File: config.mk
export PLATFORM = sky130hd
export DESIGN_NAME = lss_ctrl
export DESIGN_NICKNAME = d
export VERILOG_FILES = /design/src/rtl/lss_pkg.sv /design/src/rtl/lss_ctrl.sv
export SDC_FILE = /design/constraint.sdc
export NUM_CORES = 1
export LEC_CHECK = 0
export BUFFER_PORTS_ARGS = -buffer_cell sky130_fd_sc_hd__clkbuf_2
export CORE_MARGIN = 5
export CORE_UTILIZATION = 54
export CTS_CLUSTER_DIAMETER = 200
export DETAILED_ROUTE_END_ITERATION = 8
export GPL_ROUTABILITY_DRIVEN = 0
export PLACE_DENSITY_LB_ADDON = 0.1
export SETUP_SLACK_MARGIN = 0.1
export SYNTH_ARGS = -nofsm -noshare
export SYNTH_HDL_FRONTEND = slang
export SYNTH_SLANG_ARGS = --single-unit
File: constraint.sdc
create_clock -name clk -period 3.34 [get_ports clk]
set_input_delay 0.668 -clock clk [delete_from_list [all_inputs] [get_ports clk]]
set_output_delay 0.668 -clock clk [all_outputs]
set_load 0.01 [all_outputs]
File: src/rtl/lss_pkg.sv
`timescale 1ns / 1ps
// ----------------------------------------------------------------------------
// lss_pkg: shared types and constants of the 3x3 linear system solver
// Widths, controller states and the command/status bundles.
// ----------------------------------------------------------------------------
package lss_pkg;

	localparam int COEF_WIDTH_DEF = 16;
	localparam int FRAC_BITS_DEF  = 16;
	localparam int DET_OUT_W      = 49;
	localparam int SOL_W          = 64;
	localparam int ACC_W          = 72;
	localparam int DIV_W          = 128;

	typedef enum logic [3:0] {
		ST_IDLE,
		ST_COF,
		ST_DET,
		ST_NUM,
		ST_DIV,
		ST_OUT
	} state_t;

	typedef struct packed {
		logic       start_cof;
		logic       step;
		logic [3:0] idx;
		logic       clr_acc;
		logic       start_div;
		logic [1:0] comp;
		logic       load_out;
	} lss_cmd_t;

	typedef struct packed {
		logic det_zero;
		logic div_done;
	} lss_sts_t;

	localparam logic [1:0] ROW_LAST = 2'd2;
	localparam logic [1:0] ROW_NONE = 2'd3;

endpackage

File: src/rtl/lss_ctrl.sv
`timescale 1ns / 1ps
// ----------------------------------------------------------------------------
// lss_ctrl: solver sequencer
// Steps cofactors, determinant, numerators and divisions; hands out results.
// ----------------------------------------------------------------------------
module lss_ctrl
	import lss_pkg::*;
(
	input  logic     clk,
	input  logic     arst_n,
	input  logic     in_valid,
	input  logic [1:0] in_row,
	output logic     in_ready,
	output logic     wr,
	output logic     out_valid,
	input  logic     out_ready,
	output lss_cmd_t cmd,
	input  lss_sts_t sts
);
	state_t     st_q, st_d;
	logic [3:0] idx_q, idx_d;
	logic [1:0] comp_q, comp_d;
	logic       ov_q, ov_d;

	always_ff @(posedge clk or negedge arst_n) begin
		if (!arst_n) begin
			st_q <= ST_IDLE; idx_q <= '0; comp_q <= '0; ov_q <= 1'b0;
		end else begin
			st_q <= st_d; idx_q <= idx_d; comp_q <= comp_d; ov_q <= ov_d;
		end
	end

	always_comb begin
		st_d = st_q; idx_d = idx_q; comp_d = comp_q; ov_d = ov_q;
		cmd = '0;
		cmd.idx  = idx_q;
		cmd.comp = comp_q;
		in_ready = 1'b0;
		wr = 1'b0;
		if (ov_q && out_ready) ov_d = 1'b0;
		unique case (st_q)
			ST_IDLE: begin
				in_ready = 1'b1;
				if (in_valid && in_row != ROW_NONE) begin
					wr = 1'b1;
					if (in_row == ROW_LAST) begin
						st_d = ST_COF; idx_d = '0;
					end
				end
			end
			ST_COF: begin
				cmd.step = 1'b1; cmd.clr_acc = 1'b1;
				idx_d = idx_q + 4'd1;
				if (idx_q == 4'd8) begin
					st_d = ST_DET; idx_d = '0;
				end
			end
			ST_DET: begin
				cmd.step = 1'b1; cmd.start_cof = 1'b1;
				idx_d = idx_q + 4'd1;
				if (idx_q == 4'd2) begin
					st_d = ST_NUM; idx_d = '0; comp_d = '0;
				end
			end
			ST_NUM: begin
				cmd.step = 1'b1;
				idx_d = idx_q + 4'd1;
				if (idx_q == 4'd2) begin
					st_d = ST_DIV; idx_d = '0;
				end
			end
			ST_DIV: begin
				// done is a one-cycle pulse: take it at once, ST_OUT waits for room
				if (idx_q == '0) begin
					cmd.start_div = 1'b1; idx_d = 4'd1;
				end else if (sts.div_done || sts.det_zero) begin
					st_d = ST_OUT;
				end
			end
			ST_OUT: begin
				if (!ov_q || out_ready) begin
					cmd.load_out = 1'b1; ov_d = 1'b1; idx_d = '0;
					if (comp_q == 2'd2) st_d = ST_IDLE;
					else begin
						comp_d = comp_q + 2'd1; st_d = ST_NUM;
					end
				end
			end
			default: st_d = ST_IDLE;
		endcase
	end

	assign out_valid = ov_q;
endmodule
==> qor.txt <==
Die height: 47.9 um
RSZ-0062 raised after global routing: no
Hold buffers post-CTS: 0
Static leakage: 0.461 nW
Slowest-stage cell, CP: dfrtp_1
Status: finished clean
Clk_lat worst skew: 0.27 ns
Setup TNS: 0 ns
Initial antenna violation count: 0
Rel. slew slack: 67.1%
Rows: 13
Worst-path clk slew: 0.06 ns
Iteration-0 DRC Markers: 13
Chip Width: 47.9 um
Tmin final: 2.36 ns
WP data required: 2.67 ns
Critical path peak fanout: 7
Final Non-Filler Cells: 116
CTS tree: built
Vias: 689
Met3 Use GR: 2.26%
# Post-CTS Setup Buffers: 0
# DRC: 0
CTS sink cnt: 10
FMAX: 423 MHz
Worst path max stage delay: 0.46 ns
Worst setup EP type: output port
Yosys cell types: 39
Hold Path Class: input pin to async pin
Element type at the critical path start: register
Cells after DPL: 113
Layout Utilization: 67.3%
First-pass GRT wire length: 2.90 mm
Crit path arrival time: 1.69 ns
Fin Clk Skew: 0.00419 ns
Synthesized flop and latch total: 10
Drt via density: 5.94
GRT Resource Usage Total: 18.3%
Starting Density: 58.1%
Met1 track demand over resource: 23.8%
Dpl hpwl: 1.34 mm
Warnings, synthesis: 0
GR Util met2: 29.3%
Post-CTS Resized: 0
Detail Route Antenna Nets: 0
Setup violators final: 0
Die area: 2290 sq um
DP Area: 875 sq um
Area of the core: 1330 sq um
Least-Margin Pin Slew: 0.492 ns
Part of the cycle the worst path needs: 70.7%
I/O Buffers: 21
TritonCTS Buffers: 3
Post-synthesis cell count: 80
Critical path cell sequence: inv_1, ha_1, or3b_4, nor2_1, clkbuf_2
CTS root buffer: clkbuf_4
H-tree depth: 1
I/O pin count: 22
Max Cap Violations: 0
Final Hold Vio Count: 0
Nets: 116
Final slew viol count: 0
Layout overhead on the synthesized area: 15.8%
Synth Net Count: 93
Peak VDD IR: 476 uV
Hold slack: 0.258 ns
Worst r2r src: idx_q[0]
Clk buf depth: 2
Syn_area_per_cell: 9.68 sq um
Number of diodes: 0
Synth Cell Area: 774 sq um
Routed len/inst: 15.4 um
Overflow after GRT: 0
R2R Path End: idx_q[0]
Power per Cell Area: 982 nW/um^2
Share of layout cells above drive strength 1: 32.7%
Largest net degree at the start of global routing: 13
Reg2Reg Depth: 6
Vias in the first global route: 660
Busiest grt layer: met2
WS Path Type: register to output port
Final Cell Area: 897 sq um
Drt total wl: 1.78 mm
DRT Pass-1 Iters: 4
Sequential area share after synthesis: 32.3%
Reg2Reg Setup Slack: 1.40 ns
==> layer usage <==
layer	up-vias	share of wire, %
met5	-	0
met4	0	2.1
met3	5	3.9
met2	18	48
met1	327	46
li1	339	-
==> cell usage in the layout (no fill, tap or decap), types with 2 or more instances in the layout <==
master	count
nor3b_2	2
nor3_1	3
clkbuf_2	21
inv_1	5
a21o_1	2
o21ai_0	2
nand2_1	6
ha_1	5
a21oi_1	3
nand3b_1	3
clkbuf_4	3
dfrtp_1	10
nor2_1	9
nand2b_1	3
==> critical path: cells and delay by family, from the launching register on <==
family	cells	cell delay [ns]
simple gates	2	0.52
fa+ha+maj	1	0.19
flops	1	0.46
buf+inv	2	0.26
==> state kept, by name, summed over array words and instances (netlist names) <==
register	cells
idx_q	4
st_q	3
comp_q	2
out_valid	1
==> cells in the mapped netlist <==
cell,instances,area share [%]
a211o_1,1,1.1
a21o_1,2,1.9
a21oi_1,3,1.9
a221o_1,1,1.3
a2bb2oi_1,1,1.1
a2bb2oi_4,1,3.4
a41o_1,1,1.3
and3_1,1,0.81
buf_4,1,0.97
buf_6,1,1.5
clkbuf_2,1,0.65
dfrtp_1,10,32
ha_1,5,8.1
inv_1,5,2.4
mux2_1,1,1.5
mux2_4,1,1.9
nand2_1,6,2.9
nand2b_1,3,2.4
nand3_1,1,0.65
nand3b_1,3,2.9
nor2_1,9,4.4
nor2b_1,1,0.81
nor3_1,3,1.9
nor3_2,1,1.3
nor3_4,1,2.1
nor3b_1,1,0.97
nor3b_2,2,3.2
nor4b_1,1,1.1
o2111ai_1,1,1.1
o211ai_1,1,0.97
o21ai_0,2,1.3
o21ai_1,1,0.65
o21ai_2,1,1.1
o221ai_1,1,1.1
o22ai_1,1,0.81
o31ai_1,1,0.97
o31ai_4,1,2.7
or3_1,1,0.81
or3b_4,1,1.5
==> cell families after synthesis <==
group / Yosys count / share of synthesized area, %
muxes: 2 / 3.39
buffers and inverters: 8 / 5.49
and+or+nand+nor: 35 / 27.8
adders and majority gates: 5 / 8.08
AOI/OAI and AO/OA: 20 / 22.9
DFF: 10 / 32.3
==> worst max-delay path by stage <==
stage	from	end	cells after the start
global route	idx_q[0]	cmd[3]	5
floorplan	idx_q[0]	cmd[3]	4
global placement	idx_q[0]	cmd[3]	5
CTS	idx_q[0]	cmd[3]	5
detailed placement	idx_q[0]	cmd[3]	5
finish	idx_q[0]	cmd[3]	5
==> where the power goes <==
part | internal, mW | switching [mW]
Sequential | 0.167 | 0.106
Combinational | 0.255 | 0.271
Clock | 0.0416 | 0.0405
==> cell type report <==
| type | instances | area (sq um) |
|---|---|---|
| Tap cell | 15 | 18.8 |
| Sequential cell | 10 | 250 |
| Fill cell | 110 | 437 |
| Multi-Input combinational cell | 62 | 482 |
| Clock buffer | 3 | 22.5 |
| Inverter | 5 | 18.8 |
| Timing Repair Buffer | 21 | 105 |
==> through the flow <==
step                      setup WS [ns]  power, mW
after floorplan                    1.38      0.670
after global placement             1.33      0.786
after detailed placement           1.27      0.794
after CTS                         0.987      0.878
after global routing              0.919      0.947
final                             0.978      0.881
No activity file was read; power rests on OpenSTA's default activity.
